**src/rtl/pfla_pkg.sv**
```systemverilog
`timescale 1ns / 1ps
// ----------------------------------------------------------------------------
// pfla_pkg
// Shared types, codes and constants of the free page list allocator.
// ----------------------------------------------------------------------------
package pfla_pkg;

  // Default sizing
  localparam int NUM_PAGES_DEF   = 32768;
  localparam int ALIGN_PAGES_DEF = 4;

  // 4 KB pages: byte address = page index << PAGE_SHIFT
  localparam int PAGE_SHIFT = 12;

  // Configuration registers
  localparam int CFG_W      = 28;
  localparam int APB_DATA_W = 32;
  localparam int APB_ADDR_W = 3;
  localparam logic [CFG_W-1:0] LOW_ADDR_RST = 28'h000_0000;
  localparam logic [CFG_W-1:0] TOP_ADDR_RST = 28'h800_0000;
  localparam logic REG_LOW_ADDR = 1'b0;
  localparam logic REG_TOP_ADDR = 1'b1;

  // Request kinds
  localparam logic [1:0] KIND_FREE  = 2'd0;
  localparam logic [1:0] KIND_ALLOC = 2'd1;
  localparam logic [1:0] KIND_ALIGN = 2'd2;

  // Result status codes
  localparam logic [1:0] STATUS_OK       = 2'd0;
  localparam logic [1:0] STATUS_BAD_FREE = 2'd1;
  localparam logic [1:0] STATUS_NONE     = 2'd2;

  typedef logic [26:0] res_addr_t;

  typedef struct packed {
    logic [1:0]  kind;
    logic [31:0] page_addr;
  } in_item_t;

  typedef struct packed {
    res_addr_t  result_addr;
    logic [1:0] status;
  } out_item_t;

  // Controller states
  typedef enum logic [2:0] {
    S_IDLE,
    S_EXEC,
    S_POP_WAIT,
    S_WALK,
    S_WALK_WAIT,
    S_UNLINK_WAIT,
    S_FINISH
  } state_t;

  // Datapath operations
  typedef enum logic [3:0] {
    CMD_NONE,
    CMD_CAPTURE,
    CMD_FREE,
    CMD_POP_RD,
    CMD_POP_UPD,
    CMD_SET_NONE,
    CMD_SET_ZERO,
    CMD_WALK_START,
    CMD_STEP_RD,
    CMD_STEP_UPD,
    CMD_UNLINK_RD,
    CMD_UNLINK_UPD
  } cmd_t;

  typedef struct packed {
    cmd_t op;
    logic load_out;
  } dp_cmd_t;

  typedef struct packed {
    logic [1:0] kind;
    logic       head_valid;
    logic       cur_valid;
    logic       cur_aligned;
    logic       steps_done;
  } dp_status_t;

  // Number of trailing zero bits of a small positive value (up to 64)
  function automatic int tz_count(input int v);
    int n;
    int done;
    n    = 0;
    done = 0;
    for (int i = 0; i < 7; i++) begin
      if (done == 0 && ((v >> i) & 1) == 0) begin
        n = n + 1;
      end else begin
        done = 1;
      end
    end
    return n;
  endfunction

  // Inverse of an odd value modulo 2**bits, by Newton iteration
  function automatic int odd_inverse(input int a, input int bits);
    int x;
    x = a;
    for (int i = 0; i < 5; i++) begin
      x = x * (2 - a * x);
    end
    return x & ((1 << bits) - 1);
  endfunction

endpackage

```
**src/rtl/pfla_ctrl.sv**
```systemverilog
`timescale 1ns / 1ps
// ----------------------------------------------------------------------------
// pfla_ctrl
// Request sequencer: steps each item through free, pop or aligned walk and
// owns the item handshakes.
// ----------------------------------------------------------------------------
module pfla_ctrl (
  input  logic                 clk,
  input  logic                 rst_n,
  input  logic                 in_valid,
  output logic                 in_stall,
  output logic                 out_valid,
  input  logic                 out_stall,
  input  pfla_pkg::dp_status_t status,
  output pfla_pkg::dp_cmd_t    cmd
);

  pfla_pkg::state_t state_r;
  pfla_pkg::state_t state_nxt;
  logic             out_valid_r;
  logic             out_valid_nxt;
  logic             out_free;
  logic             walk_end;

  // Output slot can take a result this cycle
  assign out_free = !out_valid_r || !out_stall;
  assign walk_end = !status.cur_valid || status.steps_done;

  // Next state
  always_comb begin
    state_nxt = state_r;
    unique case (state_r)
      pfla_pkg::S_IDLE: begin
        if (in_valid) state_nxt = pfla_pkg::S_EXEC;
      end
      pfla_pkg::S_EXEC: begin
        case (status.kind)
          pfla_pkg::KIND_ALLOC: begin
            state_nxt = status.head_valid ? pfla_pkg::S_POP_WAIT : pfla_pkg::S_FINISH;
          end
          pfla_pkg::KIND_ALIGN: state_nxt = pfla_pkg::S_WALK;
          default:              state_nxt = pfla_pkg::S_FINISH;
        endcase
      end
      pfla_pkg::S_POP_WAIT: state_nxt = pfla_pkg::S_FINISH;
      pfla_pkg::S_WALK: begin
        if (walk_end) begin
          state_nxt = pfla_pkg::S_FINISH;
        end else if (status.cur_aligned) begin
          state_nxt = pfla_pkg::S_UNLINK_WAIT;
        end else begin
          state_nxt = pfla_pkg::S_WALK_WAIT;
        end
      end
      pfla_pkg::S_WALK_WAIT:   state_nxt = pfla_pkg::S_WALK;
      pfla_pkg::S_UNLINK_WAIT: state_nxt = pfla_pkg::S_FINISH;
      pfla_pkg::S_FINISH: begin
        if (out_free) state_nxt = in_valid ? pfla_pkg::S_EXEC : pfla_pkg::S_IDLE;
      end
      default: state_nxt = pfla_pkg::S_IDLE;
    endcase
  end

  // Datapath commands and input stall
  always_comb begin
    cmd.op       = pfla_pkg::CMD_NONE;
    cmd.load_out = 1'b0;
    in_stall     = 1'b1;
    unique case (state_r)
      pfla_pkg::S_IDLE: begin
        in_stall = 1'b0;
        if (in_valid) cmd.op = pfla_pkg::CMD_CAPTURE;
      end
      pfla_pkg::S_EXEC: begin
        case (status.kind)
          pfla_pkg::KIND_FREE:  cmd.op = pfla_pkg::CMD_FREE;
          pfla_pkg::KIND_ALLOC: begin
            cmd.op = status.head_valid ? pfla_pkg::CMD_POP_RD : pfla_pkg::CMD_SET_NONE;
          end
          pfla_pkg::KIND_ALIGN: cmd.op = pfla_pkg::CMD_WALK_START;
          default:              cmd.op = pfla_pkg::CMD_SET_ZERO;
        endcase
      end
      pfla_pkg::S_POP_WAIT: cmd.op = pfla_pkg::CMD_POP_UPD;
      pfla_pkg::S_WALK: begin
        if (walk_end) begin
          cmd.op = pfla_pkg::CMD_SET_NONE;
        end else if (status.cur_aligned) begin
          cmd.op = pfla_pkg::CMD_UNLINK_RD;
        end else begin
          cmd.op = pfla_pkg::CMD_STEP_RD;
        end
      end
      pfla_pkg::S_WALK_WAIT:   cmd.op = pfla_pkg::CMD_STEP_UPD;
      pfla_pkg::S_UNLINK_WAIT: cmd.op = pfla_pkg::CMD_UNLINK_UPD;
      pfla_pkg::S_FINISH: begin
        if (out_free) begin
          cmd.load_out = 1'b1;
          in_stall     = 1'b0;
          if (in_valid) cmd.op = pfla_pkg::CMD_CAPTURE;
        end
      end
      default: begin
        cmd.op = pfla_pkg::CMD_NONE;
      end
    endcase
  end

  // Hold a result until the far side takes it
  assign out_valid_nxt = cmd.load_out || (out_valid_r && out_stall);
  assign out_valid     = out_valid_r;

  always_ff @(posedge clk) begin
    if (!rst_n) begin
      state_r     <= pfla_pkg::S_IDLE;
      out_valid_r <= 1'b0;
    end else begin
      state_r     <= state_nxt;
      out_valid_r <= out_valid_nxt;
    end
  end

endmodule

```
**config.mk**
```make
export PLATFORM = sky130hd
export DESIGN_NAME = pfla_ctrl
export DESIGN_NICKNAME = d
export VERILOG_FILES = /design/src/rtl/pfla_pkg.sv /design/src/rtl/pfla_ctrl.sv
export SDC_FILE = /design/constraint.sdc
export NUM_CORES = 1
export LEC_CHECK = 0
export ABC_AREA = 1
export ABC_CLOCK_PERIOD_IN_PS = 1200
export CAP_MARGIN = 20
export CORE_AREA = 2 2 39 41
export CTS_CLUSTER_DIAMETER = 100
export DETAILED_ROUTE_END_ITERATION = 16
export DIE_AREA = 0 0 41 43
export DONT_BUFFER_PORTS = 1
export PLACE_DENSITY = 0.42
export RECOVER_POWER = 50
export SYNTH_ARGS = -nofsm -noshare
export SYNTH_HDL_FRONTEND = slang
export SYNTH_SLANG_ARGS = --single-unit
```
**constraint.sdc**
```tcl
create_clock -name clk -period 1.2 [get_ports clk]
set_input_delay 0.24 -clock clk [delete_from_list [all_inputs] [get_ports clk]]
set_output_delay 0.24 -clock clk [all_outputs]
set_load 0.03 [all_outputs]
```
# After elaboration in Yosys (flattened, before gate mapping)
# Cells that the tools add are included.
op_classes:
  eq_ne: 10
  mux: 18
  reduce_logical: 11
ops:
  columns: ["cell", "count"]
  rows:
  - ["$pmux 4 s7", 1]
  - ["$pmux 3 s6", 1]
  - ["$mux 3", 4]
  - ["$eq 3x3->1 const B", 3]
  - ["$pmux 3 s3", 1]
  - ["$eq 3x2->1 const B", 2]
  - ["$pmux 3 s2", 1]
  - ["$mux 1", 5]
  - ["$mux 5", 1]
  - ["$mux 2", 2]
  - ["$mux 4", 1]
  - ["$ne 2x2->1 const B", 2]
  - ["$eq 3x1->1 const B", 1]
  - ["$logic_not 1->1", 3]
  - ["$logic_not 3->1", 1]
  - ["$logic_or 1x1->1", 3]
  - ["$eq 2x1->1 const B", 1]
  - ["$eq 2x2->1 const B", 1]
  - ["$logic_not 2->1", 1]
  - ["$pmux 1 s2", 1]
  - ["$reduce_and 2->1", 1]
  - ["$reduce_or 2->1", 1]
  - ["$logic_and 1x1->1", 1]
totals:
  regBits: 4
  inputBits: 10

# Longest topological paths before layout
# Gate-level depths: netlist of the first run.
depth:
  ltp_word: 5
  depth_mapped: 8
  depth_no_buf: 8

# Worst setup path after synthesis of the first run
# Ideal clock, no wire load.
synth_timing:
  kind: "reg-to-output"
  startpoint: "reg state_r[2]"
  endpoint: "out cmd[1] (netlist bit)"
  arrival_ps: 1256
  t_required_ps: 960
  slack_ps: -296
  stages_incl_launch_ff: 5
  cell_sequence: "dfxtp_1 > nand3_1 > nor2_2 > o21ai_1 > nand4_1"
synth_rtl:
  columns: ["element", "line_no", "source"]
  rows:
  - ["from (decl)", "pfla_ctrl.sv:18", "pfla_pkg::state_t state_r;"]
  - ["from (signal assigned)", "pfla_ctrl.sv:115", "state_r <= pfla_pkg::S_IDLE;"]
  - ["from (signal assigned)", "pfla_ctrl.sv:118", "state_r <= state_nxt;"]
  - ["to (decl)", "pfla_ctrl.sv:15", "output pfla_pkg::dp_cmd_t cmd"]

==> results by group, run 1 <==
Status
  – Status: finished, violations left
  – Failing checks: setup timing

Worst setup path
  – Critical path's slowest cell: dfxtp_4
  – Internal reg-to-reg setup slack: 40 ps
  – CP top delay family: flip-flops
  – Crit path cell chain: nand3_4 > nor2_4 > o21ai_2 > nand4_1 > buf_12
  – Req. time, crit path: approximately 960 ps
  – Crit path buffers/inverters: 1
  – WP data arrival: ~1200 ps
  – CP startpoint kind: flip-flop
  – Worst stage delay on the critical path: 380 ps
  – Critical path class: reg2out
  – CP max FO: 7
  – CP Capture Type: primary output

Clock network
  – CTS tree: built
  – Reg clk slew, reported paths: 40 ps
  – CTS buffer count: 3
  – # H-tree levels: 1
  – Root buffer cell: clkbuf_4
  – Deepest clock path buffer count: 2
  – Cts hold-fix bufs: 0
  – Worst skew pair latency: 230 ps
  – Clock sinks: 4

Timing
  – RSZ-0062 raised after global routing: true
  – Slew headroom: 83.1%
  – Final worst slack: -242 ps
  – Crit path time final: between 1000 and 1500 ps
  – Fin. Hold Viols: 0
  – FMAX: around 700 MHz
  – Count of final max-slew check failures: 0
  – Setup-failing EPs final: 6
  – Tcrit/Tclk final: 120%
  – Worst Max-Slew Pin Slew: 253 ps
  – Fin Clk Skew: 3.37 ps
  – Setup_tns: -1130 ps

Floorplan
  – Rows: 14
  – Core Region: 1380 um^2
  – Die Ht: ~43 um
  – Die W: 41 um
  – Initial core utilization: 30.2%
  – Die ar.: 1760 um^2
  – # IOs: 17

Pwr
  – Power density cells: 2600 nW/um^2
  – P_sw: approximately 0.92 mW
  – Peak VDD IR: 0.00102 V
  – Gate power share: 75.6%
  – Leakage: 0.392 nW
  – Pint: 1.07 mW
  – Seq pwr share: 15.5%
  – Sw Share: a little under half
  – Clk pwr share: between 8 and 9%

Placement
  – Placed inst area: 649 um^2
  – Placer Congestion: 0.738
  – Port bufs: 0
  – Setup WS pre-CTS: -139 ps
  – HPWL after detailed placement: 876 um

Final layout
  – Area delta synth->final: 83.2%
  – Final Cell Area: 766 um^2
  – Share of layout cells above drive strength 1: 51.0%
  – N_diodes: 0
  – Nets: between 100 and 150

Worst hold path
  – Hold WC Path Type: in2reg

Drt
  – DR iter-0 viols: 3
  – First-pass DRT Iterations: 4
  – Post-DRT Antenna Nets: 0
  – Routed WL: roughly 1100 um
  – Vias per cell: 4.46
  – Routed vias: 508
  – Per-cell routed wire length: approximately 9.6 um
  – Drc violations: 0

GRT
  – Largest net degree at the start of global routing: 8
  – GRT Overall Usage: around 15%
  – Initial antenna violation count: 0
  – Vias in the first global route: 485
  – Overflow after GRT: 0
  – First-pass GRT wire length: 1860 um

Synthesis
  – Cell area after synthesis: 418 um^2
  – Synth Area per Inst: 5.80 um^2
  – Net Count, Synth: 87
  – Flops & latches, synth: 4
  – Unique masters post-synth: 14
  – Sequential-to-total area share from yosys stat: 19.2%
  – Synthesis warning total: 0
  – Synthesized instance count: 72

Job
  – Max-cap violations: 0
cell usage in the layout, fill, tap and decap left out, types with 3 or more instances in the layout:
master	count
nor2_1	8
inv_4	3
ha_1	4
clkbuf_4	3
dfxtp_4	3
buf_4	16
nand3_2	3
nand2_1	12
buf_6	3
nor2_2	5
inv_1	11
final timing paths:
kind / from / to / cells after the start
setup reg to reg: state_r[2] / state_r[0] / 8
hold / removal: rst_n / state_r[2] / 2
setup / recovery: state_r[2] / cmd[1] / 5
hold reg to reg: out_valid / out_valid / 2
routing by layer:
metal	track usage (%)	up-vias	wire length [um]
li1	-	279	-
met1	20.9	220	501
met2	22.8	9	552
met3	3.14	0	40
met4	4.00	0	0
met5	0	-	0
layout make-up:
class	count	area, um^2
Multi-Input combinational cell	53	364
Inverter	15	63.8
Fill cell	141	618
Clock buffer	4	26.3
Timing Repair Buffer	22	199
Sequential cell	4	92.6
Tap cell	16	20.0
cells by family after synthesis:
logic type                 count (synthesis)  share of synthesized area (%)
buffers and inverters                     15                           13.5
adders and majority gates                  5                           15.0
AOI/OAI and AO/OA                         10                           12.3
DFF                                        4                           19.2
and+or+nand+nor                           38                           40.1
state kept, by name, indices dropped and copies added (netlist names):
name,cells
out_valid,1
state_r,3
synthesized netlist by cell type:
cell      number  share of area, %
a21oi_1        3               3.6
dfxtp_1        4                19
ha_1           5                15
inv_1         12                11
inv_2          3               2.7
nand2_1       14                13
nand3_1        6               7.2
nand3b_1       2               3.6
nand4_1        2               3.0
nor2_1        12                11
nor2_2         2               3.0
o21ai_0        5               6.0
o21ai_1        1               1.2
o22ai_1        1               1.5
power groups by stage:
stage	logic, mW	clock network (mW)	registers (mW)
after floorplan	0.672	0	0.294
after global placement	1.31	0	0.298
after detailed placement	1.31	0	0.298
after CTS	1.40	0.187	0.297
after global routing	1.62	0.196	0.318
final	1.50	0.177	0.309
worst register-to-register path: cells and delay by family, from the launching register on:
kind | cells | cell delay (ps)
buffers and inverters | 2 | 270
DFF | 1 | 420
and+or+nand+nor | 6 | 420
repair_timing:
item | 4_1_cts | 5_1_grt
endpoints found under the setup margin | 6 | 8
resized for setup | 7 | 13
buffers inserted | 1 | 2
pin swaps | 4 | 3
hold endpoints to repair | 0 | 0
per-stage QoR:
step | power, mW | std cells | utilization [%] | hold WS (ps)
5_1_grt | 2.14 | 114 | 55.3 | 123
6_report | 1.99 | 114 | 55.3 | 110
4_1_cts | 1.88 | 112 | 51.2 | 105
2_1_floorplan | 0.966 | 72 | - | 337
3_3_place_gp | 1.61 | 107 | 46.9 | 343
3_5_place_dp | 1.61 | 107 | 46.9 | 351
Power figures use the tool's default switching activity.
==> inputs of run 2 (changes only) <==
--- a/config.mk
+++ b/config.mk
@@ -6,14 +6,14 @@
 export NUM_CORES = 1
 export LEC_CHECK = 0
 export ABC_AREA = 1
-export ABC_CLOCK_PERIOD_IN_PS = 1200
+export ABC_CLOCK_PERIOD_IN_PS = 1600
 export CAP_MARGIN = 20
 export CORE_AREA = 2 2 39 41
 export CTS_CLUSTER_DIAMETER = 100
 export DETAILED_ROUTE_END_ITERATION = 16
 export DIE_AREA = 0 0 41 43
 export DONT_BUFFER_PORTS = 1
-export PLACE_DENSITY = 0.42
+export PLACE_DENSITY_LB_ADDON = 0.3
 export RECOVER_POWER = 50
 export SYNTH_ARGS = -nofsm -noshare
 export SYNTH_HDL_FRONTEND = slang
==> constraint.sdc (replaced) <==
create_clock -name clk -period 1.6 [get_ports clk]
set_input_delay 0.32 -clock clk [delete_from_list [all_inputs] [get_ports clk]]
set_output_delay 0.32 -clock clk [all_outputs]
set_load 0.03 [all_outputs]
==> results by group, run 2 (same netlist as run 1, synthesis figures left out) <==
Status
  – Status: completed

Clock network
  – Clock sinks: 4
  – Reg clk slew, reported paths: approximately 30 ps
  – CTS tree: built
  – Root buffer cell: clkbuf_4
  – Deepest clock path buffer count: 2
  – Cts hold-fix bufs: 0
  – # H-tree levels: 1
  – CTS buffer count: 3
  – Worst skew pair latency: 230 ps

GRT
  – Largest net degree at the start of global routing: 9
  – First-pass GRT wire length: about 1500 um
  – Overflow after GRT: 0
  – Vias in the first global route: 426
  – Initial antenna violation count: 0
  – GRT Overall Usage: 12.7%

Placement
  – HPWL after detailed placement: 747 um
  – Placed inst area: 495 um^2
  – Placer Congestion: slightly above 0.7
  – Port bufs: 0

Timing
  – Crit path time final: 1560 ps
  – Worst Max-Slew Pin Slew: 353 ps
  – Worst hold slack: 191 ps
  – RSZ-0062 raised after global routing: true
  – Slew headroom: 76.4%
  – Fin Clk Skew: 1.14 ps
  – Count of final max-slew check failures: 0
  – FMAX: between 600 and 700 MHz
  – Setup-failing EPs final: 0
  – Tcrit/Tclk final: 97.7%
  – Fin. Hold Viols: 0

Final layout
  – Commonest non-fill, non-tap cell in the layout: nand2_1
  – Nets: 98
  – Area delta synth->final: 38.3%
  – Share of layout cells above drive strength 1: between 30% and 40%
  – Commonest cells after routing, fill and taps aside: nand2_1, inv_1, nor2_1
  – Register name with the most flops: state_r
  – Final Cell Area: 578 um^2
  – N_diodes: 0
  – Max reg flops: 3

Floorplan
  – Core Region: 1380 um^2
  – Die W: 41 um
  – Die Ht: 43 um
  – Die ar.: approximately 1800 um^2
  – Rows: 14
  – Initial core utilization: 30.2%
  – # IOs: 17

Worst hold path
  – Min-delay src: rst_n
  – Hold EP: state_r[2]
  – Hold WC Path Type: in2reg
  – Worst Hold Depth: 2

Worst setup path
  – Internal reg-to-reg setup slack: around 580 ps
  – Crit path cell chain: inv_6 > nand3_4 > nor2_4 > o21ai_1 > nand4_1 > buf_12
  – WP data arrival: 1240 ps
  – Req. time, crit path: 1280 ps
  – Reg-to-Reg End: state_r[1]
  – Critical path class: reg2out
  – CP startpoint kind: flip-flop
  – CP Capture Type: primary output
  – Critical path's slowest cell: dfxtp_4
  – Reg2reg path depth: 6
  – CP max FO: 6
  – Crit Reg-Reg Startpoint: state_r[1]
  – Worst stage delay on the critical path: ~370 ps

Pwr
  – Peak VDD IR: between 0.0007 and 0.0008 V
  – P_sw: 0.602 mW
  – Gate power share: about 68%
  – Seq pwr share: a little over a fifth
  – Sw Share: about 53%
  – Pint: approximately 0.54 mW
  – Clk pwr share: a little over a tenth
  – Leakage: 0.295 nW
  – Power density cells: 1980 nW/um^2

Drt
  – First-pass DRT Iterations: 4
  – Drc violations: 0
  – DR iter-0 viols: 5
  – Post-DRT Antenna Nets: 0
  – Routed WL: 928 um
  – Routed vias: around 460
  – Vias per cell: 4.73
  – Per-cell routed wire length: 9.57 um

Job
  – Max-cap violations: 0
run 2: changes by cell type in the layout (fill, tap and decap cells not counted), sizes merged:
cell,delta
clkbuf,-2
buf,-15
run 2: area by class of cell:
cell class / count / area, um^2
Clock buffer: 3 / 22.5
Fill cell: 149 / 806
Inverter: 15 / 63.8
Multi-Input combinational cell: 53 / 322
Sequential cell: 4 / 92.6
Tap cell: 16 / 20.0
Timing Repair Buffer: 6 / 57.6
run 2: worst max path at each step:
stage | start | slack [ps] | end
finish | state_r[0] | 40 | cmd[1]
global route | state_r[1] | -50 | cmd[3]
CTS | state_r[0] | 10 | cmd[1]
detailed placement | status[4] | 50 | cmd[2]
global placement | status[4] | 70 | cmd[2]
floorplan | state_r[2] | 20 | cmd[1]
run 2: timing repair:
| item | CTS | global route |
|---|---|---|
| gates cloned | 0 | 0 |
| setup endpoints to repair | 3 | 3 |
| setup buffers | 0 | 0 |
| pin swaps | 0 | 3 |
| resized for setup | 5 | 17 |
run 2: critical path: cells and delay by family, from the launching register on:
kind                   cells  cell delay (ps)
and+or+nand+nor            3              270
DFF                        1              370
AOI/OAI and AO/OA          1              120
buffers and inverters      2              230
run 2: metrics by stage:
step                      worst slack, ps  std cells  TNS [ps]  util (%)  power, mW
after floorplan                      24.2         72         0         -      0.668
after global placement               67.8         94         0      35.8      0.909
after detailed placement             54.8         94         0      35.8      0.906
after CTS                            10.5         97         0      38.2       1.06
after global routing                -49.7         97     -89.2      41.8       1.26
final                                36.4         97         0      41.8       1.15
run 2: power by group through the flow:
stage	Clock [mW]	Sequential (mW)	Combinational, mW
2_1_floorplan	0	0.188	0.480
3_3_place_gp	0	0.198	0.711
3_5_place_dp	0	0.197	0.709
4_1_cts	0.130	0.213	0.715
5_1_grt	0.142	0.258	0.858
6_report	0.123	0.248	0.774
run 2: metal layers:
metal	routed length [um]	up-vias	global-route usage (%)
li1	-	249	-
met1	386	198	14.1
met2	492	10	19.4
met3	33	2	3.14
met4	15	0	10.0
met5	0	-	0
==> inputs of run 3 (changes only) <==
==> constraint.sdc (replaced) <==
create_clock -name clk -period 1.6 [get_ports clk]
set_input_delay 0.08 -clock clk [delete_from_list [all_inputs] [get_ports clk]]
set_output_delay 0.08 -clock clk [all_outputs]
set_load 0.03 [all_outputs]
==> results by group, run 3 (same netlist as run 1, synthesis figures left out) <==
Status
  – Status: completed

Floorplan
  – Die ar.: 1760 um^2
  – # IOs: 17
  – Initial core utilization: 30.2%
  – Rows: 14
  – Core Region: 1380 um^2
  – Die Ht: 43 um
  – Die W: 41 um

Clock network
  – CTS tree: built
  – Clock sinks: 4
  – Reg clk slew, reported paths: 40 ps
  – CTS buffer count: 3
  – Root buffer cell: clkbuf_4
  – Deepest clock path buffer count: 2
  – CTS-repair resized insts: 0
  – # H-tree levels: 1
  – Worst skew pair latency: approximately 230 ps

Timing
  – Setup_tns: 0 ps
  – RSZ-0062 raised after global routing: false
  – Count of final max-slew check failures: 0
  – Slew headroom: 74.1%
  – Tcrit/Tclk final: 90.9%
  – Crit path time final: 1450 ps
  – Worst Max-Slew Pin Slew: 387 ps
  – Worst hold slack: 18.8 ps
  – FMAX: 687 MHz
  – Fin Clk Skew: roughly 0.78 ps
  – Setup-failing EPs final: 0
  – Fin. Hold Viols: 0

Worst hold path
  – Hold WC Path Type: in2reg

Drt
  – Post-DRT Antenna Nets: 0
  – Per-cell routed wire length: 8.76 um
  – DR iter-0 viols: 7
  – Drc violations: 0
  – Routed WL: 850 um
  – Routed vias: between 400 and 500
  – First-pass DRT Iterations: 4
  – Vias per cell: 4.61

Worst setup path
  – CP max FO: 7
  – WP data arrival: ~1400 ps
  – Critical path class: reg2out
  – Worst stage delay on the critical path: around 430 ps
  – CP startpoint kind: flip-flop
  – Crit path cell chain: inv_2 > nor2_1 > nand3_1 > nand4_1
  – CP Capture Type: primary output
  – Critical path's slowest cell: dfxtp_1
  – Req. time, crit path: 1520 ps

Final layout
  – Register area: 80.1 um^2
  – Area delta synth->final: 20.1%
  – Utilization after layout: between 30 and 40%
  – Area of the multi-input gates: 279 um^2
  – Register name with the most flops: state_r
  – Commonest non-fill, non-tap cell in the layout: nand2_1
  – N_diodes: 0
  – Nets: 98
  – Final Cell Area: around 500 um^2
  – Max reg flops: 3
  – Commonest cells after routing, fill and taps aside: nand2_1, inv_1, nor2_1
  – Filler cells: 162
  – Share of layout cells above drive strength 1: 12.3%
  – Post-Layout Cell Count: 97

GRT
  – GRT Overall Usage: a little under an eighth
  – Largest net degree at the start of global routing: 9
  – Initial antenna violation count: 0
  – Vias in the first global route: 412
  – First-pass GRT wire length: around 1400 um
  – Overflow after GRT: 0

Pwr
  – Peak VDD IR: 0.000630 V
  – Leakage: 0.281 nW
  – Power density cells: 1830 nW/um^2

Job
  – Max-cap violations: 0

Placement
  – Placed inst area: 475 um^2
  – Placer Congestion: 0.798
  – Placed cells: 93
  – HPWL after detailed placement: between 700 and 800 um
  – Port bufs: 0
[run 3: changes by cell type in the layout (fill, tap and decap cells not counted), sizes merged]
| cell | delta |
|---|---|
| dlygate4sd3 | +1 |
| buf | -2 |
| clkbuf | +1 |
[run 3: stage by stage]
step / power (mW) / setup WS, ps
after global placement: 0.809 / 349
after floorplan: 0.668 / 264
after detailed placement: 0.804 / 360
final: 0.917 / 145
after global routing: 1.00 / 24.5
after CTS: 0.934 / 113
[run 3: layout make-up]
cell class / count / area share, %
clock buffer: 3 / 4.49
timing repair buffer: 6 / 8.73
multi-input combinational: 53 / 55.6
tap: 16 / 3.99
sequential: 4 / 16.0
inverter: 15 / 11.2
[run 3: repair_timing]
| action | in CTS | in global routing |
|---|---|---|
| hold buffers | 1 | 0 |
| buffers inserted | 0 | 0 |
| endpoints found under the hold margin | 1 | 0 |
[run 3: worst paths after layout]
| check | startpoint | end | slack (ps) | cells past startpoint |
|---|---|---|---|---|
| worst max-delay path | state_r[1] | cmd[1] | 150 | 4 |
| worst min-delay path | out_stall | out_valid | 20 | 2 |
| worst max register to register | state_r[1] | state_r[1] | 470 | 6 |
| worst min register to register | out_valid | out_valid | 480 | 2 |
[run 3: power by group]
group	internal (mW)	total (mW)	switching, mW
clock network	0.0835	0.119	0.0359
registers	0.137	0.192	0.0543
logic	0.188	0.606	0.418
[run 3: critical path, delay by kind of cell, from the launching register on]
family / cells / cell delay [ps]
flip-flops: 1 / 430
buffers and inverters: 1 / 70
AND/OR/NAND/NOR: 3 / 650
[run 3: routing by layer]
layer / share of wire (%) / global-route usage [%] / vias to the layer above
met5: 0 / 0 / -
met2: 50 / 18.4 / 10
met3: 5.8 / 3.14 / 0
met4: 0 / 8.00 / 0
li1: - / - / 245
met1: 44 / 12.9 / 192
